--- src/hdl/dsfr_pkg.sv ---
package dsfr_pkg;

    localparam logic [7:0] DLE_BYTE  = 8'h10;
    localparam logic [7:0] STX_BYTE  = 8'h02;
    localparam logic [7:0] ETX_BYTE  = 8'h03;
    localparam logic [7:0] SUM_SEED  = 8'h12;
    localparam logic [7:0] NULL_BYTE = 8'h00;

    // Command queue depth between front and back (power of two, at least 2).
    localparam int QUEUE_DEPTH = 4;

    // Configuration register indexes.
    localparam int CFG_INDEX_W = 1;
    localparam logic [CFG_INDEX_W-1:0] CFG_CHECKSUM_EXTRA_OFFSET = 1'd0;
    localparam logic [CFG_INDEX_W-1:0] CFG_STRIP_NULL_PREAMBLE   = 1'd1;
    localparam int CFG_DATA_W = 8;

    localparam logic [7:0] OFFSET_RESET = 8'd5;
    localparam logic       STRIP_RESET  = 1'b1;

    typedef enum logic [2:0] {
        K_PAYLOAD   = 3'd0,
        K_GOOD      = 3'd1,
        K_CSUM_ERR  = 3'd2,
        K_TOO_SHORT = 3'd3,
        K_ABORT     = 3'd4
    } t_kind;

    // Commands the front hands to the back.
    typedef enum logic [1:0] {
        CMD_PUSH  = 2'd0,   // one data byte
        CMD_PUSH2 = 2'd1,   // DLE followed by a data byte
        CMD_END   = 2'd2,   // DLE ETX: judge the frame
        CMD_ABORT = 2'd3    // DLE STX inside a frame
    } t_cmd;

    typedef struct packed {
        t_cmd       cmd;
        logic [7:0] data;
    } t_qentry;

    typedef struct packed {
        logic [7:0] checksum_extra_offset;
        logic       strip_null_preamble;
    } t_cfg;

endpackage

--- src/hdl/dsfr_front.sv ---
module dsfr_front (
    input  logic              i_clk,
    input  logic              i_rst_n,
    input  logic              i_valid,
    input  logic [7:0]        i_byte,
    input  logic              i_full,
    output logic              o_push,
    output dsfr_pkg::t_qentry o_entry
);

    typedef enum logic [1:0] {
        PH_IDLE,
        PH_DLE_START,
        PH_DATA,
        PH_ESCAPE
    } t_phase;

    t_phase r_phase;
    t_phase n_phase;
    logic   accept;
    logic   has_cmd;

    assign accept = i_valid && !i_full;

    always_comb begin
        n_phase       = r_phase;
        has_cmd       = 1'b0;
        o_entry.cmd   = dsfr_pkg::CMD_PUSH;
        o_entry.data  = i_byte;
        case (r_phase)
            PH_IDLE: begin
                if (i_byte == dsfr_pkg::DLE_BYTE) begin
                    n_phase = PH_DLE_START;
                end
            end
            PH_DLE_START: begin
                n_phase = (i_byte == dsfr_pkg::STX_BYTE) ? PH_DATA : PH_IDLE;
            end
            PH_DATA: begin
                if (i_byte == dsfr_pkg::DLE_BYTE) begin
                    n_phase = PH_ESCAPE;
                end else begin
                    has_cmd = 1'b1;
                end
            end
            PH_ESCAPE: begin
                has_cmd = 1'b1;
                n_phase = PH_DATA;
                if (i_byte == dsfr_pkg::ETX_BYTE) begin
                    o_entry.cmd = dsfr_pkg::CMD_END;
                    n_phase     = PH_IDLE;
                end else if (i_byte == dsfr_pkg::DLE_BYTE) begin
                    o_entry.cmd = dsfr_pkg::CMD_PUSH;
                end else if (i_byte == dsfr_pkg::STX_BYTE) begin
                    o_entry.cmd = dsfr_pkg::CMD_ABORT;
                end else begin
                    o_entry.cmd = dsfr_pkg::CMD_PUSH2;
                end
            end
            default: begin
                n_phase = PH_IDLE;
            end
        endcase
    end

    assign o_push = accept && has_cmd;

    always_ff @(posedge i_clk) begin
        if (!i_rst_n) begin
            r_phase <= PH_IDLE;
        end else if (accept) begin
            r_phase <= n_phase;
        end
    end

endmodule

--- src/hdl/dsfr_queue.sv ---
module dsfr_queue #(
    parameter int DEPTH = dsfr_pkg::QUEUE_DEPTH
) (
    input  logic              i_clk,
    input  logic              i_rst_n,
    input  logic              i_push,
    input  dsfr_pkg::t_qentry i_entry,
    input  logic              i_pop,
    output logic              o_valid,
    output dsfr_pkg::t_qentry o_head,
    output logic              o_full
);

    localparam int AW = $clog2(DEPTH);

    dsfr_pkg::t_qentry r_mem [DEPTH];
    logic [AW-1:0]     r_wr;
    logic [AW-1:0]     r_rd;
    logic [AW:0]       r_count;

    assign o_valid = (r_count != '0);
    assign o_full  = (r_count == (AW+1)'(DEPTH));
    assign o_head  = r_mem[r_rd];

    always_ff @(posedge i_clk) begin
        if (i_push) begin
            r_mem[r_wr] <= i_entry;
        end
    end

    always_ff @(posedge i_clk) begin
        if (!i_rst_n) begin
            r_wr    <= '0;
            r_rd    <= '0;
            r_count <= '0;
        end else begin
            if (i_push) begin
                r_wr <= r_wr + 1'b1;
            end
            if (i_pop) begin
                r_rd <= r_rd + 1'b1;
            end
            if (i_push && !i_pop) begin
                r_count <= r_count + 1'b1;
            end else if (!i_push && i_pop) begin
                r_count <= r_count - 1'b1;
            end
        end
    end

`ifndef SYNTH
    a_no_push_full: assert property (@(posedge i_clk) disable iff (!i_rst_n)
        i_push |-> !o_full)
        else $error("push into full command queue");
    a_no_pop_empty: assert property (@(posedge i_clk) disable iff (!i_rst_n)
        i_pop |-> o_valid)
        else $error("pop from empty command queue");
    a_count_bound: assert property (@(posedge i_clk) disable iff (!i_rst_n)
        r_count <= (AW+1)'(DEPTH))
        else $error("command queue count overflow");
`endif

endmodule

--- src/hdl/dsfr_back.sv ---
module dsfr_back (
    input  logic              i_clk,
    input  logic              i_rst_n,
    input  dsfr_pkg::t_cfg    i_cfg,
    input  logic              i_head_valid,
    input  dsfr_pkg::t_qentry i_head,
    output logic              o_pop,
    output logic              o_valid,
    input  logic              i_stall,
    output logic [2:0]        o_kind,
    output logic [7:0]        o_value,
    output logic [7:0]        o_frame_address,
    output logic [7:0]        o_frame_function,
    output logic              o_last
);

    logic [7:0] r_held;
    logic       r_held_valid;
    logic [7:0] r_sum;
    logic [1:0] r_total;
    logic [1:0] r_kept;
    logic [7:0] r_addr;
    logic [7:0] r_func;
    logic       r_second;

    logic [7:0] n_held;
    logic       n_held_valid;
    logic [7:0] n_sum;
    logic [1:0] n_total;
    logic [1:0] n_kept;
    logic [7:0] n_addr;
    logic [7:0] n_func;

    logic              r_out_valid;
    dsfr_pkg::t_kind   r_kind;
    logic [7:0]        r_value;
    logic [7:0]        r_out_addr;
    logic [7:0]        r_out_func;
    logic              r_last;

    logic            ready;
    logic            do_step;
    logic            first_half;
    logic [7:0]      step_byte;
    logic            strip;
    logic            emit;
    dsfr_pkg::t_kind e_kind;
    logic [7:0]      e_value;
    logic [7:0]      e_addr;
    logic [7:0]      e_func;
    logic [7:0]      actual;
    logic [7:0]      alt;

    assign ready      = !r_out_valid || !i_stall;
    assign do_step    = i_head_valid && ready;
    assign first_half = (i_head.cmd == dsfr_pkg::CMD_PUSH2) && !r_second;
    assign step_byte  = first_half ? dsfr_pkg::DLE_BYTE : i_head.data;
    assign o_pop      = do_step && !first_half;
    assign actual     = r_held_valid ? r_held : 8'h00;
    assign alt        = r_sum + i_cfg.checksum_extra_offset;
    assign strip      = i_cfg.strip_null_preamble && (r_kept == 2'd0)
                        && (step_byte == dsfr_pkg::NULL_BYTE);

    always_comb begin
        n_held       = r_held;
        n_held_valid = r_held_valid;
        n_sum        = r_sum;
        n_total      = r_total;
        n_kept       = r_kept;
        n_addr       = r_addr;
        n_func       = r_func;
        emit         = 1'b0;
        e_kind       = dsfr_pkg::K_PAYLOAD;
        e_value      = r_held;
        e_addr       = r_addr;
        e_func       = r_func;
        case (i_head.cmd)
            dsfr_pkg::CMD_PUSH, dsfr_pkg::CMD_PUSH2: begin
                if (r_total != 2'd3) begin
                    n_total = r_total + 2'd1;
                end
                if (!strip) begin
                    if (r_kept == 2'd0) begin
                        n_addr = step_byte;
                    end else if (r_kept == 2'd1) begin
                        n_func = step_byte;
                    end
                    if (r_kept != 2'd3) begin
                        n_kept = r_kept + 2'd1;
                    end
                    if (r_held_valid) begin
                        n_sum = r_sum + r_held;
                        emit  = 1'b1;
                    end
                    n_held       = step_byte;
                    n_held_valid = 1'b1;
                end
                e_addr = n_addr;
                e_func = n_func;
            end
            dsfr_pkg::CMD_END: begin
                emit    = (r_total != 2'd0);
                e_value = actual;
                if (r_total != 2'd3) begin
                    e_kind = dsfr_pkg::K_TOO_SHORT;
                end else if (r_sum != actual && alt != actual) begin
                    e_kind = dsfr_pkg::K_CSUM_ERR;
                end else if (r_kept != 2'd3) begin
                    e_kind = dsfr_pkg::K_TOO_SHORT;
                end else begin
                    e_kind = dsfr_pkg::K_GOOD;
                end
            end
            default: begin
                emit    = 1'b1;
                e_kind  = dsfr_pkg::K_ABORT;
                e_value = 8'h00;
            end
        endcase
        // End and abort both leave a fresh empty frame behind.
        if (i_head.cmd == dsfr_pkg::CMD_END || i_head.cmd == dsfr_pkg::CMD_ABORT) begin
            n_held       = 8'h00;
            n_held_valid = 1'b0;
            n_sum        = dsfr_pkg::SUM_SEED;
            n_total      = 2'd0;
            n_kept       = 2'd0;
            n_addr       = 8'h00;
            n_func       = 8'h00;
        end
    end

    always_ff @(posedge i_clk) begin
        if (!i_rst_n) begin
            r_held       <= 8'h00;
            r_held_valid <= 1'b0;
            r_sum        <= dsfr_pkg::SUM_SEED;
            r_total      <= 2'd0;
            r_kept       <= 2'd0;
            r_addr       <= 8'h00;
            r_func       <= 8'h00;
            r_second     <= 1'b0;
            r_out_valid  <= 1'b0;
        end else begin
            if (do_step) begin
                r_held       <= n_held;
                r_held_valid <= n_held_valid;
                r_sum        <= n_sum;
                r_total      <= n_total;
                r_kept       <= n_kept;
                r_addr       <= n_addr;
                r_func       <= n_func;
                r_second     <= first_half;
            end
            if (ready) begin
                r_out_valid <= do_step && emit;
            end
        end
    end

    always_ff @(posedge i_clk) begin
        if (do_step) begin
            r_kind     <= e_kind;
            r_value    <= e_value;
            r_out_addr <= e_addr;
            r_out_func <= e_func;
            r_last     <= !first_half;
        end
    end

    assign o_valid          = r_out_valid;
    assign o_kind           = r_kind;
    assign o_value          = r_value;
    assign o_frame_address  = r_out_addr;
    assign o_frame_function = r_out_func;
    assign o_last           = r_last;

`ifndef SYNTH
    a_second_half: assert property (@(posedge i_clk) disable iff (!i_rst_n)
        r_second |-> i_head_valid && i_head.cmd == dsfr_pkg::CMD_PUSH2)
        else $error("second half pending without an escaped pair at the head");
    a_split_pair: assert property (@(posedge i_clk) disable iff (!i_rst_n)
        do_step && first_half |=> r_second && i_head_valid)
        else $error("escaped pair not split into two steps");
    a_abort_result: assert property (@(posedge i_clk) disable iff (!i_rst_n)
        r_out_valid && r_kind == dsfr_pkg::K_ABORT |-> r_value == 8'h00 && r_last)
        else $error("abort result carries data or is not last");
`endif

endmodule

--- src/hdl/dle_stx_etx_frame_receiver.sv ---
// DLE STX/ETX frame receiver.
// Input channel: one raw serial byte per transfer on i_rx_byte (i_rx_valid,
// o_rx_stall). Output channel: result items on o_kind, o_value,
// o_frame_address, o_frame_function and o_last (o_valid, i_stall).
// A frame opens with DLE STX and closes with DLE ETX; DLE DLE is a literal
// 0x10 and any other DLE pair passes both bytes. Payload bytes come out one
// byte late, so the trailing checksum is never passed as payload. At DLE ETX
// of a non-empty frame one verdict item (good, checksum error, too short)
// carries the checksum. DLE STX inside a frame yields an abort item and
// restarts the frame. A transferred byte enters the command queue, the back
// end steps it and the output register raises o_valid. Throughput: one byte
// per cycle while o_rx_stall is low; a DLE-plus-data pair that yields two
// payload items is split into DLE and data steps by the back end, absorbed
// by the four-entry queue. o_last marks the final item of one input byte.
// Config: i_cfg_we writes i_cfg_data to register i_cfg_index (0: checksum
// extra offset, 1: strip null preamble); write only while idle.
// Reset (synchronous, active low): phase idle, empty frame, offset 5,
// preamble stripping on. When i_stall holds the output, the back end stops,
// the queue fills and o_rx_stall rises; nothing is lost.
module dle_stx_etx_frame_receiver #(
    parameter int QUEUE_DEPTH = dsfr_pkg::QUEUE_DEPTH
) (
    input  logic                              i_clk,
    input  logic                              i_rst_n,
    input  logic                              i_rx_valid,
    output logic                              o_rx_stall,
    input  logic [7:0]                        i_rx_byte,
    output logic                              o_valid,
    input  logic                              i_stall,
    output logic [2:0]                        o_kind,
    output logic [7:0]                        o_value,
    output logic [7:0]                        o_frame_address,
    output logic [7:0]                        o_frame_function,
    output logic                              o_last,
    input  logic                              i_cfg_we,
    input  logic [dsfr_pkg::CFG_INDEX_W-1:0]  i_cfg_index,
    input  logic [dsfr_pkg::CFG_DATA_W-1:0]   i_cfg_data
);

    dsfr_pkg::t_cfg    r_cfg;
    logic              q_push;
    logic              q_pop;
    logic              q_valid;
    logic              q_full;
    dsfr_pkg::t_qentry q_in;
    dsfr_pkg::t_qentry q_head;

    // Configuration registers; writes to unknown indexes are dropped.
    always_ff @(posedge i_clk) begin
        if (!i_rst_n) begin
            r_cfg.checksum_extra_offset <= dsfr_pkg::OFFSET_RESET;
            r_cfg.strip_null_preamble   <= dsfr_pkg::STRIP_RESET;
        end else if (i_cfg_we) begin
            case (i_cfg_index)
                dsfr_pkg::CFG_CHECKSUM_EXTRA_OFFSET: begin
                    r_cfg.checksum_extra_offset <= i_cfg_data[7:0];
                end
                dsfr_pkg::CFG_STRIP_NULL_PREAMBLE: begin
                    r_cfg.strip_null_preamble <= i_cfg_data[0];
                end
                default: begin
                end
            endcase
        end
    end

    // Stall the byte stream only when the command queue is full.
    assign o_rx_stall = q_full;

    // Front: track framing phase, turn bytes into commands.
    dsfr_front u_front (
        .i_clk   (i_clk),
        .i_rst_n (i_rst_n),
        .i_valid (i_rx_valid),
        .i_byte  (i_rx_byte),
        .i_full  (q_full),
        .o_push  (q_push),
        .o_entry (q_in)
    );

    dsfr_queue #(
        .DEPTH (QUEUE_DEPTH)
    ) u_queue (
        .i_clk   (i_clk),
        .i_rst_n (i_rst_n),
        .i_push  (q_push),
        .i_entry (q_in),
        .i_pop   (q_pop),
        .o_valid (q_valid),
        .o_head  (q_head),
        .o_full  (q_full)
    );

    // Back: frame bookkeeping, checksum verdict and the output register.
    dsfr_back u_back (
        .i_clk            (i_clk),
        .i_rst_n          (i_rst_n),
        .i_cfg            (r_cfg),
        .i_head_valid     (q_valid),
        .i_head           (q_head),
        .o_pop            (q_pop),
        .o_valid          (o_valid),
        .i_stall          (i_stall),
        .o_kind           (o_kind),
        .o_value          (o_value),
        .o_frame_address  (o_frame_address),
        .o_frame_function (o_frame_function),
        .o_last           (o_last)
    );

endmodule

--- config.mk ---
export PLATFORM = sky130hd
export DESIGN_NAME = dle_stx_etx_frame_receiver
export DESIGN_NICKNAME = d
export VERILOG_FILES = /design/src/hdl/dsfr_pkg.sv /design/src/hdl/dsfr_front.sv /design/src/hdl/dsfr_queue.sv /design/src/hdl/dsfr_back.sv /design/src/hdl/dle_stx_etx_frame_receiver.sv
export SDC_FILE = /design/constraint.sdc
export NUM_CORES = 1
export LEC_CHECK = 0
export BUFFER_PORTS_ARGS = -buffer_cell sky130_fd_sc_hd__buf_4
export CORE_MARGIN = 2
export CORE_UTILIZATION = 55
export CTS_BUF_LIST = sky130_fd_sc_hd__clkbuf_4
export CTS_CLUSTER_DIAMETER = 60
export CTS_CLUSTER_SIZE = 10
export DETAILED_ROUTE_END_ITERATION = 7
export PLACE_DENSITY_LB_ADDON = 0.15
export SETUP_SLACK_MARGIN = 0.02
export SKIP_LAST_GASP = 1
export SYNTH_ARGS = -nofsm -noshare
export SYNTH_HDL_FRONTEND = slang
export SYNTH_SLANG_ARGS = --single-unit
--- constraint.sdc ---
create_clock -name i_clk -period 3.3 [get_ports i_clk]
set_input_delay 0.495 -clock i_clk [delete_from_list [all_inputs] [get_ports i_clk]]
set_output_delay 0.495 -clock i_clk [all_outputs]
set_load 0.01 [all_outputs]
## After elaboration in Yosys (flattened, before gate mapping)

Memories as Yosys holds them, arrays and structs flattened. A register that Yosys moved wholly into a read port is not among the register bits.
Cells that the tools add are included.

| storage, ports and cells | value |
|---|---|
| flip-flop bits (word level) | 85 |
| memory bits (writable) | 40 |
| input bits | 22 |
| output and inout bits | 30 |
| word-level logic and storage cells | 140 |
| memories kept | 1 |

| cells by class | value |
|---|---|
| $add $sub $neg | 8 |
| eq/ne operators | 18 |
| multiplexer cells | 53 |
| bitwise logic cells | 1 |
| reduce and logical (&&, ||, !) cells | 39 |

Memory list:

| name | words | width | rd ports | clocked after Yosys merged registers in | write ports | RTL line | source |
|---|---|---|---|---|---|---|---|
| u_queue.r_mem | 4 | 10 | 1 | 1 | 1 | dsfr_queue.sv:16 | `dsfr_pkg::t_qentry r_mem [DEPTH];` |

Operator list:

| operator | number |
|---|---|
| $mux 8 | 18 |
| $mux 2 | 18 |
| $add 8x8->8 | 2 |
| $eq 8x2->1 const B | 2 |
| $ne 8x8->1 | 2 |
| $pmux 8 s2 | 1 |
| $mux 3 | 4 |
| $reduce_bool 2->1 | 6 |
| $logic_and 1x1->1 | 11 |
| $reduce_and 3->1 | 3 |
| $add 2x1->2 const B | 4 |
| $eq 2x2->1 const B | 4 |
| $eq 8x5->1 const B | 1 |
| $logic_not 8->1 | 1 |
| $mux 1 | 8 |
| $pmux 2 s4 | 1 |
| $reduce_and 4->1 | 2 |
| $logic_not 1->1 | 7 |
| $eq 2x1->1 const B | 3 |
| $logic_not 2->1 | 3 |
| $ne 2x2->1 const B | 3 |
| $pmux 3 s2 | 1 |
| $ne 2x1->1 const B | 2 |
| $pmux 1 s2 | 2 |
| 8 further kinds | 10 |

## Logic depth before layout (Yosys ltp)

Gate-level depths: netlist (run 1).

| logic depth | value |
|---|---|
| word-level depth | 8 |
| depth in mapped cells | 11 |

## By module

From an unflattened synthesis (run 1), not the netlist that was laid out.

| second synthesis, totals | value |
|---|---|
| cell total of the unflattened synthesis | 560 |
| area, all modules | 6213.5 um^2 |

By module, submodules not included:

| module | times used | cells each | area each (um^2) | seq. area each (um^2) |
|---|---|---|---|---|
| dsfr_back | 1 | 396 | 3713.6 | 1621.6 |
| dsfr_queue | 1 | 95 | 1889.3 | 1381.3 |
| dle_stx_etx_frame_receiver | 1 | 39 | 375.4 | 180.2 |
| dsfr_front | 1 | 30 | 235.2 | 40.0 |

## Worst setup path after synthesis (run 1)

OpenSTA, ideal clock, no wires.

| path | value |
|---|---|
| path type | register -> register |
| start | register (tool-made name) |
| end | register u_queue.r_count[2] |
| setup time | 0.070 ns |
| arrival | 2.641 ns |
| required time | 3.230 ns |
| path slack | 0.588 ns |
| stages on the path, launching flop included | 12 |
| clock period less this slack | 2.712 ns |
| cell sequence | dfxtp_1 -> buf_6 -> mux4_2 -> nor3b_2 -> nor2_1 -> inv_1 -> ha_1 -> inv_1 -> fa_1 -> xor2_1 -> or3_1 -> a21oi_1 |

RTL lines:

| element | RTL line | source |
|---|---|---|
| end signal: assignment | dsfr_queue.sv:44 | `r_count <= r_count + 1'b1;` |
| end signal: assignment | dsfr_queue.sv:46 | `r_count <= r_count - 1'b1;` |
| end: declaration | dsfr_queue.sv:19 | `logic [AW:0] r_count;` |

==> results.txt, run 1 <==
Synth warnings: 0
First drt pass iteration count: 4
CP required: 3.77 ns
RSZ-0062 raised after global routing: no
Pin count of the biggest net entering global routing: 35
Seq pwr share: 41.3%
Layout cells sized above 1: 19.28%
Detailed Place HPWL: 9.124 mm
Ys flop type: edfxtp_1
Cts bufs inserted: 17
Final Setup Violations: 0
Worst clock skew: 0.01354 ns
Rows: 38
Max FO, Critical Path: 12
DRC: 0
Area delta synth->final: 13.42%
Clk sink count: 127
Max_slew headroom: 53.27%
Pleak: 2.708 nW
Register area share after synthesis: 52.23%
Clk pwr share: 20.6%
Initial DRC count: 254
Initial antenna violation count: 0
Clock Tree Buf Depth: 2
Number of port buffers: 51
Clock Root Buffer: clkbuf_4
Worst min path class: in -> reg
Async set or reset register ratio after synthesis: 0%
Power per Cell Area: 791.5 nW/um^2
Pre-CTS WS: 0.3864 ns
Switching Fraction: 36.42%
Post-Route WL: 12.85 mm
Bufs and invs on worst path: 2
Cell Area, Synth: 6171 sq um
Final Wtd Congestion: 0.8319
Mapped Cells: 537
ANT cells: 0
Vias/cell: 5.838
Final Max Slew Viols: 0
Critical Path AT: 3.39 ns
Slew @ Worst Pin: 0.6962 ns
Clock latency on the worst-skew pair: 0.54 ns
# Post-CTS Setup Buffers: 0
Metal2 WL: 6.318 mm
Chip Width: 109.9 microns
Fillers: 877
First-pass GRT wire length: 20.80 mm
Layout Nets: 643
Crit-path cells: mux4_1 > nor3b_2 > nor2_1 > inv_1 > ha_1 > inv_1 > fa_1 > xor2_1 > or3_1 > a21oi_1
Reg clk slew, reported paths: 0.11 ns
Max Cap Violations: 0
Post-synth EDFFs: 68
CP peak stage delay: 0.64 ns
Die area: 12080 sq um
Type of origin of the critical path: register
Synthesized flop and latch total: 127
CP top delay family: simple AND/OR/NAND/NOR gates
Final Hold Violating Endpoints: 0
Vias: 4361
Antenna-violating nets left: 0
Grt ovf: 0
Fin crit share: 88.40%
CTS tree: yes
Commonest cells after routing, fill and taps aside: 68 x edfxtp_1, 59 x dfxtp_1, 58 x buf_4
Critical path class: reg -> reg
Comb pwr share: 38.1%
Yosys cell types: 64
Crit path max-delay cell type: dfxtp_1
All-Layer GR Usage: 23.16%
Setup TNS: 0 ns
Vias in the first global route: 4233
Int Pwr: 3.522 mW
CTS Hold Bufs: 0
Most common cell after layout, fill and taps aside: edfxtp_1
Met1 WL: 5.655 mm
Outcome: complete, no violations
Final min period: 2.917 ns
Mapped Nets: 586
CTS resizes: 0
Die height: 109.9 microns
Sequential cell area: 3223 sq um
CP endpoint kind: register
Multi-input logic area: 2760 sq um
Critical Path Most Common Cell: inv_1
Switching power: 2.018 mW
IO Count: 52
Core area: 10890 sq um
Metal3 WL: 616 microns
Starting density of the core: 56.68%
Routed wire per std cell: 17.21 microns
Max layer used: met4
H-tree Lvls: 4
F_max: 0.3428 GHz
Mean cell area of the mapped netlist: 11.49 sq um
Post-route setup slack: 0.3830 ns
VDD IR-drop max: 0.0005151 V
sequential cells by signal, summed over array words and instances (netlist names), 8 cells and up, named ones only:
name / cells
u_queue.r_mem: 40
r_cfg: 9
u_back.o_frame_address: 8
u_back.o_frame_function: 8
u_back.o_value: 8
u_back.r_addr: 8
u_back.r_func: 8
u_back.r_held: 8
u_back.r_sum: 8
power by group through the flow:
stage                     registers, mW  clock network, mW  logic, mW
after floorplan                    2.33                  0       1.40
after global placement             2.31                  0       2.05
after detailed placement           2.32                  0       2.09
after CTS                          2.28               1.16       2.11
after global routing               2.33               1.23       2.32
final                              2.29               1.14       2.11
routing by layer:
layer  track usage, %  vias up
met1            29.08     2123
met3            6.402       21
met4            9.946        0
li1                 -     2108
met5                0        -
met2            37.55      109
kinds of logic (layout without fill, tap and decap cells):
| kind of cell | Yosys count | after routing | synth area share, % |
|---|---|---|---|
| adders and majority gates | 27 | 27 | 5.839 |
| AOI/OAI and AO/OA | 116 | 116 | 13.26 |
| and+or+nand+nor | 168 | 168 | 14.23 |
| xor gates and xnor gates | 21 | 21 | 3.204 |
| DFF | 127 | 127 | 52.23 |
| buffers and inverters | 46 | 116 | 3.041 |
| muxes | 32 | 32 | 8.191 |
cell usage after synthesis (3+ instances only):
cell       n  area share (%)
edfxtp_1  68              33
dfxtp_1   59              19
nor2_1    52             3.2
nand2_1   39             2.4
inv_1     25             1.5
ha_1      24             4.9
a21oi_1   22             1.8
and2_1    20             2.0
a22oi_1   19             2.3
o21ai_0   17             1.4
clkbuf_1  15            0.91
xor2_1    11             1.6
nand3_1   10            0.81
a32o_1     9             1.5
xnor2_1    9             1.3
mux2_2     8             1.5
mux2_4     7             1.7
mux2i_1    7             1.1
nor2b_1    7            0.71
nor3_1     7            0.57
mux4_2     6             2.2
a22o_1     5            0.71
a31oi_1    5            0.51
and3_1     5            0.51
a211oi_1   4            0.49
a21o_1     4            0.49
mux4_1     4             1.7
nand2b_1   4            0.41
nand3b_1   4            0.49
o21a_1     4            0.49
o22ai_1    4            0.41
buf_1      3            0.18
fa_1       3            0.97
nor4b_1    3            0.43
o211ai_1   3            0.36
layout make-up:
class                           count  share of cell area, %
Sequential cell                   127                  46.05
Multi-Input combinational cell    364                  39.44
Timing Repair Buffer               58                  6.221
Tap cell                          140                  2.503
Clock inverter                     13                  2.360
Clock buffer                       19                  2.038
Inverter                           26                  1.394
metrics by stage:
stage / hold slack [ns] / instance area [sq um] / cells / util [%] / total power, mW
floorplan: 0.4389 / 6171 / 537 / - / 3.725
global placement: 0.4502 / 6691 / 715 / 61.46 / 4.354
detailed placement: 0.4554 / 6691 / 715 / 61.46 / 4.415
CTS: 0.1060 / 6999 / 747 / 64.28 / 5.550
global route: 0.09246 / 6999 / 747 / 64.28 / 5.877
finish: 0.1538 / 6999 / 747 / 64.28 / 5.540
final timing paths:
kind                            slack, ns                  end  depth (start not counted)         start
worst max-delay path                 0.38   u_queue.r_count[2]                         10      register
worst max register to register       0.38   u_queue.r_count[2]                         10      register
worst min-delay path                 0.15  u_queue.r_mem[0][2]                          1  i_rx_byte[2]
worst min register to register       0.47             r_cfg[7]                          2      r_cfg[7]
No activity file was read; power rests on OpenSTA's default activity.
==> run 2: changes to the inputs <==
--- a/config.mk
+++ b/config.mk
@@ -5,6 +5,7 @@
 export SDC_FILE = /design/constraint.sdc
 export NUM_CORES = 1
 export LEC_CHECK = 0
+export ABC_AREA = 1
 export BUFFER_PORTS_ARGS = -buffer_cell sky130_fd_sc_hd__buf_4
 export CORE_MARGIN = 2
 export CORE_UTILIZATION = 55
==> run 2 against run 1 <==
  * Clock-buffer cell count grew 2
  * Sequential power hardly changed
  * First-iteration DRC count up 28%
  * Utilization decreased by 0.094 points
  * Register-to-register slack improved by 0.54 ns
  * Clock skew grew 0.0065 ns
  * Critical path type unchanged
  * Critical endpoint is now u_back.o_frame_address[0]
==> results.txt, run 2 <==
Outcome: complete, no violations
Mapped Cells: 752
Power per Cell Area: 821.4 nW/um^2
Final Wtd Congestion: 0.8665
DRC: 0
Mux share of post-synthesis cell area: 0%
Cell Area, Synth: 6390 sq um
CP endpoint kind: register
Largest register by flop count: u_queue.r_mem
Antenna-violating nets left: 0
Clock Tree Buf Depth: 2
Type of origin of the critical path: register
Mapped Nets: 801
Register area share after synthesis: 50.44%
Vias in the first global route: 4923
Setup TNS: 0 ns
Reg clk slew, reported paths: 0.11 ns
Post-synthesis xor/xnor area fraction: 3.153%
Critical Path AT: 2.69 ns
Worst clock skew: 0.02006 ns
Synth warnings: 0
Starting density of the core: 56.20%
Max Cap Violations: 0
Final Total Pwr: 5.995 mW
CTS tree: yes
Clock Root Buffer: clkbuf_4
Biggest area consumer among synthesized cells: edfxtp_1
CTS resizes: 0
Final Setup Violations: 0
Largest cells by area after synthesis: edfxtp_1 32%, dfxtp_1 18%, nand2_1 11%
Final Hold Slack: 0.1524 ns
First-pass GRT wire length: 23.18 mm
Die area: 12500 sq um
Critical path class: reg -> reg
Top-area cell type share of the netlist area: 31.96%
Crit-path cells: inv_1 > o21ai_0 > o22ai_1 > nand2_1 > nand2_1 > nor2_2 > nand2_1 > buf_4 > nand4_1 > and2_1
IO Count: 52
Simple-Gate Fraction of Synth Area: 23.89%
Largest family of logic cells by synthesized area: simple AND/OR/NAND/NOR gates
Rows: 39
Slew @ Worst Pin: 0.7992 ns
Area delta synth->final: 14.22%
Final Hold Violating Endpoints: 0
Most frequent cell after synthesis: nand2_1
Initial antenna violation count: 0
Post-Route WL: 14.00 mm
Worst min path class: in -> reg
Layout cells sized above 1: 13.75%
Pin count of the biggest net entering global routing: 42
Most common cell after layout, fill and taps aside: nand2_1
Post-synth EDFFs: 68
Vias: 5159
CP peak stage delay: 0.38 ns
F_max: 0.4211 GHz
Critical Path Most Common Cell: nand2_1
Mean cell area of the mapped netlist: 8.497 sq um
H-tree Lvls: 4
Final Cell Area: 7298 sq um
CP required: 3.61 ns
Die height: 111.8 microns
Post-synthesis adder-cell area fraction: 5.639%
RSZ-0062 raised after global routing: no
Core area: 11370 sq um
Bufs and invs on worst path: 2
Max reg flops: 40
Final min period: 2.375 ns
Fillers: 986
Async set or reset register ratio after synthesis: 0%
CP top delay family: simple AND/OR/NAND/NOR gates
Initial DRC count: 326
Compound-gate portion of the synthesized area: 9.556%
Yosys cell types: 39
CTS Hold Bufs: 0
Layout Nets: 858
Ys flop type: edfxtp_1
Largest registers: u_queue.r_mem: 40 flops, r_cfg: 9 flops
VDD IR-drop max: 0.0005067 V
Most frequent cells after synthesis: 187 x nand2_1, 79 x inv_1, 68 x edfxtp_1
Detailed Place HPWL: 9.869 mm
Commonest cells after routing, fill and taps aside: 187 x nand2_1, 79 x inv_1, 68 x edfxtp_1
Pleak: 2.994 nW
Synthesized flop and latch total: 127
Clock latency on the worst-skew pair: 0.56 ns
Max FO, Critical Path: 19
Clk sink count: 127
Number of port buffers: 51
Vias/cell: 5.346
Chip Width: 111.8 microns
Area post-placement: 6904 sq um
Routed wire per std cell: 14.51 microns
Max_slew headroom: 46.39%
First drt pass iteration count: 5
# Post-CTS Setup Buffers: 0
Cts bufs inserted: 17
ANT cells: 0
Crit path max-delay cell type: dfxtp_1
Grt ovf: 0
Final Max Slew Viols: 0
All-Layer GR Usage: 23.35%
Fin crit share: 71.97%
[run 2: final timing paths]
| kind | from | to | slack (ns) | cells after the start |
|---|---|---|---|---|
| worst min register to register | u_back.r_func[4] | u_back.r_func[4] | 0.47 | 2 |
| worst max-delay path | register | u_back.o_frame_address[0] | 0.93 | 10 |
| worst min-delay path | i_rx_byte[7] | u_queue.r_mem[0][7] | 0.15 | 1 |
| worst max register to register | register | u_back.o_frame_address[0] | 0.93 | 10 |
[run 2: final cells by class]
class                           instances  area (sq um)  share of cell area [%]
Inverter                               84         315.3                   4.320
Sequential cell                       127          3223                   44.16
Clock buffer                           21         157.7                   2.160
Multi-Input combinational cell        514          2699                   36.98
Timing Repair Buffer                   65         488.0                   6.686
Tap cell                              143         178.9                   2.452
Clock inverter                         11         236.5                   3.240
[run 2: layer usage]
layer | GRT usage, % | share of wire, %
met1 | 30.06 | 45
met2 | 38.79 | 48
met3 | 5.444 | 5.3
met4 | 8.395 | 1.9
met5 | 0 | 0
[run 2: report_power, final]
part	leakage (nW)	internal [mW]	total (mW)	switching (mW)
sequential	1.13	2.08	2.29	0.211
clock	0.208	0.862	1.42	0.560
combinational	1.66	0.783	2.28	1.50
total	2.99	3.72	5.99	2.27
[run 2: kinds of logic (layout without fill, tap and decap cells)]
logic type	after synthesis	count (layout)
AOI/OAI and AO/OA	117	117
buffers and inverters	111	181
adders and majority gates	27	27
xor gates and xnor gates	23	23
and+or+nand+nor	347	347
DFF	127	127
[run 2: through the flow]
stage          instances  util (%)  setup WS (ns)
3_5_place_dp         933     60.72         0.6365
6_report             965     64.19         0.9250
4_1_cts              965     64.19         0.9378
5_1_grt              965     64.19         0.6033
3_3_place_gp         933     60.72         0.7681
2_1_floorplan        752         -          1.023
